--- config.mk ---
export PLATFORM = sky130hd
export DESIGN_NAME = byte_stream_tokenizer
export DESIGN_NICKNAME = d
export VERILOG_FILES = /design/src/rtl/bst_pkg.sv /design/src/rtl/bst_result_fifo.sv /design/src/rtl/bst_lexer.sv /design/src/rtl/byte_stream_tokenizer.sv
export SDC_FILE = /design/constraint.sdc
export NUM_CORES = 1
export LEC_CHECK = 0
export BUFFER_PORTS_ARGS = -buffer_cell sky130_fd_sc_hd__buf_2
export CAP_MARGIN = 20
export CORE_ASPECT_RATIO = 0.75
export CORE_MARGIN = 1
export CORE_UTILIZATION = 53
export CTS_CLUSTER_DIAMETER = 80
export CTS_CLUSTER_SIZE = 14
export DETAILED_ROUTE_END_ITERATION = 8
export PLACE_DENSITY = 0.72
export REMOVE_ABC_BUFFERS = 1
export SKIP_CTS_REPAIR_TIMING = 1
export SLEW_MARGIN = 20
export SYNTH_ARGS = -nofsm -noshare
export SYNTH_HDL_FRONTEND = slang
export SYNTH_HIERARCHICAL = 1
export SYNTH_SLANG_ARGS = --single-unit
--- constraint.sdc ---
create_clock -name clk -period 8 [get_ports clk]
set_input_delay 0.8 -clock clk [delete_from_list [all_inputs] [get_ports clk]]
set_output_delay 0.8 -clock clk [all_outputs]
set_load 0.02 [all_outputs]
--- src/rtl/bst_pkg.sv ---
// Shared types, codes and helper functions of the byte stream tokenizer.
`timescale 1ns / 1ps
`default_nettype none

package bst_pkg;

  // Width of the internal line, column and length counters.
  localparam int POS_BITS = 16;
  // Width of the line, column and length fields on the result port.
  localparam int FIELD_W = 16;

  typedef logic [POS_BITS-1:0] pos_t;
  typedef logic [FIELD_W-1:0] field_t;

  localparam pos_t POS_ONE = pos_t'(1);
  localparam pos_t POS_MAX = {POS_BITS{1'b1}};

  // Token kinds.
  localparam logic [3:0] K_EOF    = 4'd0;
  localparam logic [3:0] K_NOT_OP = 4'd0;
  localparam logic [3:0] K_SEMI   = 4'd1;
  localparam logic [3:0] K_PLUS   = 4'd2;
  localparam logic [3:0] K_MINUS  = 4'd3;
  localparam logic [3:0] K_STAR   = 4'd4;
  localparam logic [3:0] K_SLASH  = 4'd5;
  localparam logic [3:0] K_LPAREN = 4'd6;
  localparam logic [3:0] K_RPAREN = 4'd7;
  localparam logic [3:0] K_EQUAL  = 4'd8;
  localparam logic [3:0] K_COLON  = 4'd9;
  localparam logic [3:0] K_COMMA  = 4'd10;
  localparam logic [3:0] K_INT    = 4'd11;
  localparam logic [3:0] K_DEC    = 4'd12;
  localparam logic [3:0] K_IDENT  = 4'd13;
  localparam logic [3:0] K_BAD    = 4'd14;
  localparam logic [3:0] K_LONE   = 4'd15;

  // Character codes.
  localparam logic [7:0] CH_TAB    = 8'h09;
  localparam logic [7:0] CH_NL     = 8'h0A;
  localparam logic [7:0] CH_CR     = 8'h0D;
  localparam logic [7:0] CH_SPACE  = 8'h20;
  localparam logic [7:0] CH_LPAREN = 8'h28;
  localparam logic [7:0] CH_RPAREN = 8'h29;
  localparam logic [7:0] CH_STAR   = 8'h2A;
  localparam logic [7:0] CH_PLUS   = 8'h2B;
  localparam logic [7:0] CH_COMMA  = 8'h2C;
  localparam logic [7:0] CH_MINUS  = 8'h2D;
  localparam logic [7:0] CH_DOT    = 8'h2E;
  localparam logic [7:0] CH_SLASH  = 8'h2F;
  localparam logic [7:0] CH_ZERO   = 8'h30;
  localparam logic [7:0] CH_NINE   = 8'h39;
  localparam logic [7:0] CH_COLON  = 8'h3A;
  localparam logic [7:0] CH_SEMI   = 8'h3B;
  localparam logic [7:0] CH_EQUAL  = 8'h3D;
  localparam logic [7:0] CH_UP_A   = 8'h41;
  localparam logic [7:0] CH_UP_Z   = 8'h5A;
  localparam logic [7:0] CH_USCORE = 8'h5F;
  localparam logic [7:0] CH_LO_A   = 8'h61;
  localparam logic [7:0] CH_LO_Z   = 8'h7A;

  // Result queue geometry.
  localparam int FIFO_DEPTH = 4;
  localparam int FIFO_AW    = $clog2(FIFO_DEPTH);
  localparam int FIFO_CW    = FIFO_AW + 1;

  typedef struct packed {
    logic [3:0] kind;
    field_t     line;
    field_t     col;
    field_t     len;
    logic       last;
  } tok_rec_t;

  // Up to two records caused by one accepted byte.
  typedef struct packed {
    logic [1:0] count;
    tok_rec_t   rec0;
    tok_rec_t   rec1;
  } tok_pair_t;

  function automatic pos_t sat_inc(input pos_t v);
    return (v == POS_MAX) ? v : v + POS_ONE;
  endfunction

  function automatic field_t to_field(input pos_t v);
    return FIELD_W'(v);
  endfunction

  function automatic logic [3:0] op_kind(input logic [7:0] b);
    logic [3:0] k;
    case (b)
      CH_SEMI:   k = K_SEMI;
      CH_PLUS:   k = K_PLUS;
      CH_MINUS:  k = K_MINUS;
      CH_STAR:   k = K_STAR;
      CH_SLASH:  k = K_SLASH;
      CH_LPAREN: k = K_LPAREN;
      CH_RPAREN: k = K_RPAREN;
      CH_EQUAL:  k = K_EQUAL;
      CH_COLON:  k = K_COLON;
      CH_COMMA:  k = K_COMMA;
      default:   k = K_NOT_OP;
    endcase
    return k;
  endfunction

endpackage

`default_nettype wire

--- src/rtl/bst_result_fifo.sv ---
// Small result queue that takes up to two token records a cycle and hands out one.
`timescale 1ns / 1ps
`default_nettype none

module bst_result_fifo (
  input  wire logic                      clk,
  input  wire logic                      rst,
  input  wire bst_pkg::tok_pair_t        push,
  input  wire logic                      pop,
  output bst_pkg::tok_rec_t              head,
  output logic [bst_pkg::FIFO_CW-1:0]    count
);
  import bst_pkg::*;

  tok_rec_t mem [FIFO_DEPTH];
  logic [FIFO_AW-1:0] wr_ptr;
  logic [FIFO_AW-1:0] rd_ptr;
  logic [FIFO_CW-1:0] count_next;
  logic do_pop;

  assign do_pop = pop && (count != '0);
  assign head = mem[rd_ptr];

  always_comb begin
    count_next = count + FIFO_CW'(push.count);
    if (do_pop) begin
      count_next = count_next - FIFO_CW'(1);
    end
  end

  always_ff @(posedge clk) begin
    if (rst) begin
      wr_ptr <= '0;
      rd_ptr <= '0;
      count  <= '0;
    end else begin
      wr_ptr <= wr_ptr + FIFO_AW'(push.count);
      if (do_pop) begin
        rd_ptr <= rd_ptr + FIFO_AW'(1);
      end
      count <= count_next;
    end
  end

  always_ff @(posedge clk) begin
    if (push.count != 2'd0) begin
      mem[wr_ptr] <= push.rec0;
    end
    if (push.count == 2'd2) begin
      mem[wr_ptr + FIFO_AW'(1)] <= push.rec1;
    end
  end

endmodule

`default_nettype wire

--- src/rtl/bst_lexer.sv ---
// Lexer state and the per-byte token logic of the byte stream tokenizer.
`timescale 1ns / 1ps
`default_nettype none

module bst_lexer (
  input  wire logic                 clk,
  input  wire logic                 rst,
  input  wire logic                 step,
  input  wire logic [7:0]           char_byte,
  input  wire logic                 is_end,
  output bst_pkg::tok_pair_t        res
);
  import bst_pkg::*;

  localparam logic [1:0] MODE_IDLE  = 2'd0;
  localparam logic [1:0] MODE_NUM   = 2'd1;
  localparam logic [1:0] MODE_IDENT = 2'd2;
  localparam logic [1:0] MODE_ERR   = 2'd3;

  logic [1:0] mode, mode_next;
  logic       seen_point, seen_point_next;
  pos_t       token_line, token_line_next;
  pos_t       token_col, token_col_next;
  pos_t       token_len, token_len_next;
  pos_t       cur_line, cur_line_next;
  pos_t       cur_col, cur_col_next;

  logic       is_digit, is_dot, is_word, is_space;
  logic [3:0] opk;
  logic       lone;
  pos_t       mv_line, mv_col;
  tok_rec_t   flush_rec, eof_rec, idle_rec;
  logic       idle_emit, idle_start, idle_seen;
  logic [1:0] idle_mode;

  assign is_digit = (char_byte >= CH_ZERO) && (char_byte <= CH_NINE);
  assign is_dot   = (char_byte == CH_DOT);
  assign is_word  = ((char_byte >= CH_LO_A) && (char_byte <= CH_LO_Z)) ||
                    ((char_byte >= CH_UP_A) && (char_byte <= CH_UP_Z)) ||
                    (char_byte == CH_USCORE);
  assign is_space = (char_byte == CH_SPACE) ||
                    ((char_byte >= CH_TAB) && (char_byte <= CH_CR));
  assign opk      = op_kind(char_byte);
  assign lone     = seen_point && (token_len == POS_ONE);

  // Position of the byte after this one.
  always_comb begin
    if (char_byte == CH_NL) begin
      mv_line = sat_inc(cur_line);
      mv_col  = POS_ONE;
    end else begin
      mv_line = cur_line;
      mv_col  = sat_inc(cur_col);
    end
  end

  // Record for the pending run and for end of source.
  always_comb begin
    flush_rec.line = to_field(token_line);
    flush_rec.col  = to_field(token_col);
    flush_rec.len  = to_field(token_len);
    flush_rec.last = 1'b0;
    if (mode == MODE_IDENT) begin
      flush_rec.kind = K_IDENT;
    end else if (lone) begin
      flush_rec.kind = K_LONE;
    end else if (seen_point) begin
      flush_rec.kind = K_DEC;
    end else begin
      flush_rec.kind = K_INT;
    end
    eof_rec.kind = K_EOF;
    eof_rec.line = to_field(cur_line);
    eof_rec.col  = to_field(cur_col);
    eof_rec.len  = '0;
    eof_rec.last = 1'b0;
  end

  // What the byte does when no run is open.
  always_comb begin
    idle_mode     = MODE_IDLE;
    idle_seen     = 1'b0;
    idle_start    = 1'b0;
    idle_emit     = 1'b0;
    idle_rec.kind = K_BAD;
    idle_rec.line = to_field(cur_line);
    idle_rec.col  = to_field(cur_col);
    idle_rec.len  = FIELD_W'(1);
    idle_rec.last = 1'b0;
    if (is_space) begin
      idle_mode = MODE_IDLE;
    end else if (is_digit || is_dot) begin
      idle_mode  = MODE_NUM;
      idle_seen  = is_dot;
      idle_start = 1'b1;
    end else if (is_word) begin
      idle_mode  = MODE_IDENT;
      idle_start = 1'b1;
    end else if (opk != K_NOT_OP) begin
      idle_emit     = 1'b1;
      idle_rec.kind = opk;
    end else begin
      idle_emit = 1'b1;
      idle_mode = MODE_ERR;
    end
  end

  always_comb begin
    mode_next       = mode;
    seen_point_next = seen_point;
    token_line_next = token_line;
    token_col_next  = token_col;
    token_len_next  = token_len;
    cur_line_next   = cur_line;
    cur_col_next    = cur_col;
    res.count       = 2'd0;
    res.rec0        = flush_rec;
    res.rec1        = eof_rec;

    if (step) begin
      if (is_end) begin
        if ((mode == MODE_NUM) || (mode == MODE_IDENT)) begin
          res.count = 2'd2;
        end else begin
          res.rec0  = eof_rec;
          res.count = 2'd1;
        end
        mode_next       = MODE_IDLE;
        seen_point_next = 1'b0;
        token_line_next = POS_ONE;
        token_col_next  = POS_ONE;
        token_len_next  = '0;
        cur_line_next   = POS_ONE;
        cur_col_next    = POS_ONE;
      end else begin
        cur_line_next = mv_line;
        cur_col_next  = mv_col;
        case (mode)
          MODE_ERR: begin
          end
          MODE_NUM: begin
            if (is_digit) begin
              token_len_next = sat_inc(token_len);
            end else if (is_dot && !seen_point) begin
              seen_point_next = 1'b1;
              token_len_next  = sat_inc(token_len);
            end else if (lone) begin
              // A point alone is an error, and the byte that ends it is dropped.
              res.count = 2'd1;
              mode_next = MODE_ERR;
            end else begin
              res.rec1  = idle_rec;
              res.count = idle_emit ? 2'd2 : 2'd1;
              mode_next       = idle_mode;
              seen_point_next = idle_seen;
            end
          end
          MODE_IDENT: begin
            if (is_word) begin
              token_len_next = sat_inc(token_len);
            end else begin
              res.rec1  = idle_rec;
              res.count = idle_emit ? 2'd2 : 2'd1;
              mode_next       = idle_mode;
              seen_point_next = idle_seen;
            end
          end
          default: begin
            res.rec0  = idle_rec;
            res.count = idle_emit ? 2'd1 : 2'd0;
            mode_next       = idle_mode;
            seen_point_next = idle_seen;
          end
        endcase
        // A new run starts at the position of this byte.
        if (idle_start && (mode_next == idle_mode) && (res.count != 2'd0 ||
            mode == MODE_IDLE) && !(mode == MODE_NUM && lone)) begin
          token_line_next = cur_line;
          token_col_next  = cur_col;
          token_len_next  = POS_ONE;
        end
      end
    end

    if (res.count == 2'd1) begin
      res.rec0.last = 1'b1;
    end
    if (res.count == 2'd2) begin
      res.rec1.last = 1'b1;
    end
  end

  always_ff @(posedge clk) begin
    if (rst) begin
      mode       <= MODE_IDLE;
      seen_point <= 1'b0;
      token_line <= POS_ONE;
      token_col  <= POS_ONE;
      token_len  <= '0;
      cur_line   <= POS_ONE;
      cur_col    <= POS_ONE;
    end else begin
      mode       <= mode_next;
      seen_point <= seen_point_next;
      token_line <= token_line_next;
      token_col  <= token_col_next;
      token_len  <= token_len_next;
      cur_line   <= cur_line_next;
      cur_col    <= cur_col_next;
    end
  end

endmodule

`default_nettype wire

--- src/rtl/byte_stream_tokenizer.sv ---
// Top level of the byte stream tokenizer: byte channel in, token record channel out.
`timescale 1ns / 1ps
`default_nettype none

// Channel   Handshake                Payload
// source    src_valid / src_ready    char_byte, is_end
// tokens    tok_valid / tok_ready    token_kind, begin_line, begin_col, token_length,
//                                    last_of_item
//
// One source byte is taken per clock cycle while src_ready is high. The lexer
// state updates at the edge that accepts the byte, and the records it causes
// enter a four-entry result queue in that same edge; the head of the queue
// drives the token port. A byte that closes a run other than a lone point and
// is itself an operator or a bad byte causes two records, which leave one at a time.
// Reset is synchronous and active high; it empties the queue and sets the
// position to line 1, column 1 with no run open.
// The source side stalls only when fewer than two queue entries are free.
module byte_stream_tokenizer (
  input  wire logic        clk,
  input  wire logic        rst,
  input  wire logic        src_valid,
  output logic             src_ready,
  input  wire logic [7:0]  char_byte,
  input  wire logic        is_end,
  output logic             tok_valid,
  input  wire logic        tok_ready,
  output logic [3:0]       token_kind,
  output logic [15:0]      begin_line,
  output logic [15:0]      begin_col,
  output logic [15:0]      token_length,
  output logic             last_of_item
);
  import bst_pkg::*;

  logic               accept;
  tok_pair_t          new_recs;
  tok_rec_t           head;
  logic [FIFO_CW-1:0] fifo_count;

  // Room for the worst case of two records from one transaction.
  assign src_ready = (fifo_count <= FIFO_CW'(FIFO_DEPTH - 2));
  assign accept    = src_valid && src_ready;

  bst_lexer u_lexer (
    .clk       (clk),
    .rst       (rst),
    .step      (accept),
    .char_byte (char_byte),
    .is_end    (is_end),
    .res       (new_recs)
  );

  bst_result_fifo u_fifo (
    .clk   (clk),
    .rst   (rst),
    .push  (new_recs),
    .pop   (tok_ready),
    .head  (head),
    .count (fifo_count)
  );

  assign tok_valid    = (fifo_count != '0);
  assign token_kind   = head.kind;
  assign begin_line   = head.line;
  assign begin_col    = head.col;
  assign token_length = head.len;
  assign last_of_item = head.last;

  // The end transaction always produces at least the EOF record.
  a_end_gives_result: assert property (@(posedge clk) disable iff (rst)
    accept && is_end |=> tok_valid)
    else $error("end transaction produced no token record");

  // EOF is always the final record of its transaction and has no length.
  a_eof_last: assert property (@(posedge clk) disable iff (rst)
    tok_valid && (token_kind == K_EOF) |-> last_of_item && (token_length == '0))
    else $error("EOF record not last or nonzero length");

  // The queue never holds more than its depth.
  a_fifo_bound: assert property (@(posedge clk) disable iff (rst)
    fifo_count <= FIFO_CW'(FIFO_DEPTH))
    else $error("result queue overflow");

endmodule

`default_nettype wire
# Yosys cells after proc, flatten, opt, wreduce, memory -nomap -nowiden
# Memory sizes are Yosys's and may differ from the RTL's. A register that Yosys moved wholly into a read port is not among the register bits.
# Cells that the tools add are included.
# W data, S select, Z words.
# word_totals
register_bits,90
latch_bits,0
mem_bits_rw,212
romBits,0
input_bits,13
output_inout_bits,55
wordCells,174
n_memories,1
# op_classes
addsub,8
mul,0
div,0
order_cmp,9
eq_ne,32
shift,0
n_mux,80
bitwise_logic,0
reduce_logical,34
# memory_table
memory,depth,width,rd,rd_clocked_by_memory_dff,write_ports,line_no,source
u_fifo.mem,4,53,1,1,2,bst_result_fifo.sv:15,tok_rec_t mem [FIFO_DEPTH];
# ops
op,n
$mux W53,7
$mux W16,16
$mux W108,1
$pmux W53 S2,1
$eq A8 B6 Y1 const B,12
$mux W55,1
$add A16 B1 Y16 const B,3
$eq A16 B16 Y1 const B,3
$mux W2,21
$pmux W4 S10,1
$pmux W16 S2,1
$mux W4,6
$mux W1,20
$eq A16 B1 Y1 const B,1
$ge A8 B7 Y1 const B,2
$le A8 B7 Y1 const B,2
$logic_and A1 B1 Y1,12
$pmux W2 S3,2
$eq A8 B4 Y1 const B,1
$eq A8 B7 Y1 const B,1
$ge A8 B4 Y1 const B,1
$ge A8 B6 Y1 const B,1
$le A8 B4 Y1 const B,1
$le A8 B6 Y1 const B,1
27 further kinds,45

# Logic depth before layout (Yosys ltp)
# depth
ltp_word,20
mapped_depth,16
depth_no_buf,14

# Hierarchy
# The synthesis kept the hierarchy.
# by_module_without_submodules
module,instances,cells_per_inst,area_per_inst_um2,seq_area_each_um2
bst_result_fifo,1,562,10665.2,6546.3
bst_lexer,1,616,5064.9,1661.6
byte_stream_tokenizer,1,3,17.5,0.0

# Least setup slack after synthesis
# OpenSTA, ideal clock, no wires.
# synth_timing
kind,input to register
from,input port char_byte[4]
to,"memory u_fifo/mem[0][0] (netlist name), enable pin"
setup_time_ns,0.543
t_arrival_ns,6.722
required_time_ns,7.457
slack_ns,0.735
path_stages,9
path_buffers,1
cell_sequence,or4_1 > a21oi_1 > or3_1 > buf_2 > nand3_1 > or4_1 > a21oi_1 > nor2_1 > o31ai_1
# synth_rtl
item,line_no,source
from (decl),byte_stream_tokenizer.sv:23,"input wire logic [7:0] char_byte,"
to (decl),bst_result_fifo.sv:15,

==> run metrics <==
Post-synth EDFFs 212; Layout Nets 1243; fill count 2343; initial antenna violation count 1; pwr dens 263.7 mW/mm^2; routed via count 9880; DRT antenna net count 0; final setup margin 3.201 ns; max-cap violations 0; clock buffer count from CTS 25; CTS max path bufs 3; reg-to-reg startpoint u_lexer/token_len[1]; worst vdd ir 225.1 uV; relative slew slack 34.96%; gpl congestion 0.8780; Wirelength per Cell 21.71 um; Max stage delay cell, worst path nor2_4; unrepaired setup endpoints after global routing no; core area 0.02912 mm^2; crit path buf inv count 2; Die Footprint 0.03041 mm^2; Avg Synthesized Cell Area 13.33 um^2; Max Freq 208.4 MHz; Initial DRC Count 793; NetSw 1.450 mW; htree depth 1; combinational fraction of design power 29.4%; area grow syn2layout 8.303%; clk_skew 0.02018 ns; drt first pass iters 5; clk slew on worst S/H paths 0.06 ns; run status finished clean; CTS sink cnt 304; Fin. Hold Viols 0; WL final 35340 um; Hold/Removal Path Class flop to flop; Cell Rows 54; Min Clock Period, post-route 4.799 ns; area share of the largest cell type after synthesis 40.43%; chip width 201.0 um; Worst Path Class, Setup primary input to flop; Ys Warns 6; Root Driver clkbuf_16; drt via density 6.069; Die H 151.3 um; leak pwr 6.232 nW; Synth Cell Area 0.01575 mm^2; latest clock arrival within the worst-skew pair 0.55 ns; Placed Area 0.01632 mm^2; crit-path cells buf_2 > or4_1 > a21oi_1 > or3_1 > nand3_1 > or4_1 > a21oi_1 > nand2b_2 > nor2_4 > buf_4 > mux2_2; final setup vio count 0; CTS tree yes; first-pass GRT wire length 55330 um; Seq/Total Area, Yosys 52.12%; crit path launch char_byte[4]; Yosys cell types 82; Worst R2R Setup Slack 3.43 ns; number of antenna cells inserted 0; number of global-route vias before repair 9580; pins over their slew limit 0; Detailed Place HPWL 21200 um; Clk network pwr share 26.2%; crit path launch type primary input; worst path required time 8.29 ns; Ports 68; grt ovf 0; top_reg_cell synth edfxtp_1; Flop pwr share 44.5%; cell internal pwr 3.047 mW; slew at the pin closest to its max-slew limit 0.9733 ns; final instance area 0.01706 mm^2; final period utilization 59.99%; Cells after Synth 1181; largest area contributor in the netlist edfxtp_1; Area contributors post-synth edfxtp_1, mux2_2, dfxtp_1; I/O Buffers 67; GRT Total Usage 23.36%; crit-path leading delay family simple AND/OR/NAND/NOR gates; Crit Path Max Fanout 31; largest net degree at the start of global routing 54; crit path DAT 5.09 ns; worst slack, placed 2.641 ns; ratio of cells with drive above 1 in the final layout 33.98%; Initial Utilization 54.08%; FF+latch count, synth 304; FFs w/ async S/R, synth 0%; Hold Crit Start u_lexer/token_line[9]; final routed DRC violation total 0; switching share of total power 32.25%; max incr delay on CP 0.80 ns; Setup crit end kind flop
-- per-stage QoR --
stage               std cells  power [mW]  hold WS (ns)  TNS [ns]  utilization [%]
floorplan                1109       2.937        0.4369    -47.45                -
global placement         1582       3.342        0.4504         0            56.00
detailed placement       1582       3.366        0.4488         0            56.04
CTS                      1628       4.535        0.4734         0            58.57
global route             1628       4.681        0.4853         0            58.57
finish                   1628       4.497        0.4706         0            58.57
-- worst reg2reg max path, cell delays in order (launching register included) --
cell      delay [ns]
dfxtp_1         0.40
inv_1           0.08
ha_1            0.20
nor4b_2         0.16
nand4_1         0.27
nor2_1          0.16
o21a_1          0.24
or4_1           0.40
a21oi_1         0.45
nand2b_2        0.20
nor2_4          0.80
buf_4           0.57
mux2_2          0.42
-- cell families after synthesis --
logic type,share of synthesized area (%)
compound gates,7.000
xor+xnor,1.446
fa+ha+maj,1.081
buf+inv,3.639
flops,52.12
mux,25.02
other cells,0.02381
simple gates,9.670
-- registers in the layout, indices dropped and copies added (netlist names), named ones only --
signal / flops
u_fifo/mem: 212
u_lexer/cur_col: 16
u_lexer/cur_line: 16
u_lexer/token_col: 16
u_lexer/token_len: 16
u_lexer/token_line: 16
u_fifo/count: 3
u_fifo/rd_ptr: 2
u_fifo/wr_ptr: 2
u_lexer/mode: 2
u_lexer/seen_point: 1
-- power groups by stage --
| stage | Clock (mW) | Sequential [mW] | Combinational [mW] |
|---|---|---|---|
| global placement | 0 | 2.03 | 1.31 |
| CTS | 1.20 | 2.00 | 1.33 |
| detailed placement | 0 | 2.04 | 1.33 |
| floorplan | 0 | 2.07 | 0.866 |
| finish | 1.18 | 2.00 | 1.32 |
| global route | 1.25 | 2.02 | 1.41 |
-- metal layers --
layer,vias to the layer above,wire [um],GRT usage (%)
li1,4632,-,-
met1,4892,16910,35.48
met2,317,15590,35.78
met3,39,2378,3.636
met4,0,458,3.893
met5,-,0,0
-- cell usage after synthesis (3+ instances only) --
library cell / number
mux2_2: 231
edfxtp_1: 212
dfxtp_1: 92
nor2_1: 59
mux4_2: 53
nand2_1: 52
a21oi_1: 34
a22o_1: 32
buf_2: 29
clkbuf_1: 28
nand3_1: 28
o21ai_0: 23
nor3_1: 22
and2_1: 21
inv_1: 19
buf_4: 17
xor2_1: 16
or3_1: 15
and3_1: 14
ha_1: 12
mux2_1: 12
nand4_1: 11
buf_6: 10
xnor2_1: 10
nor2b_1: 9
a31oi_1: 7
nand2b_1: 7
a221o_1: 5
a41oi_1: 5
nor4_1: 5
o21ai_1: 5
o31ai_1: 5
or4_1: 5
nand4b_1: 4
o21a_1: 4
o21bai_1: 4
a211oi_1: 3
a21o_1: 3
and4_1: 3
-- layout make-up --
cell class	instances	area (um^2)	share of cell area (%)
Clock buffer	44	696.9	4.086
Clock inverter	2	38.79	0.2274
Inverter	20	75.07	0.4402
Multi-Input combinational cell	785	7101	41.63
Sequential cell	304	8213	48.15
Tap cell	392	490.5	2.876
Timing Repair Buffer	81	440.4	2.582
-- worst paths after layout --
path | to | cells after the start
worst max-delay path | u_fifo/mem[3][18] | 11
worst min-delay path | u_lexer/token_line[9] | 1
worst max register to register | u_fifo/mem[3][18] | 12
worst min register to register | u_lexer/token_line[9] | 1
-- placed cells by master, fill, tap and decap left out, types with 12 or more instances in the layout --
cell,netlist,final
mux2_2,231,231
edfxtp_1,212,212
dfxtp_1,92,90
buf_2,29,67
nor2_1,59,58
mux4_2,53,53
nand2_1,52,52
a21oi_1,34,34
a22o_1,32,32
nand3_1,28,28
clkbuf_16,0,25
o21ai_0,23,23
nor3_1,22,22
and2_1,21,21
clkbuf_1,28,19
inv_1,19,19
xor2_1,16,16
or3_1,15,15
conb_1,1,15
buf_4,17,14
and3_1,14,14
mux2_1,12,12
ha_1,12,12
Note: power is estimated with default switching activity, not from simulation.
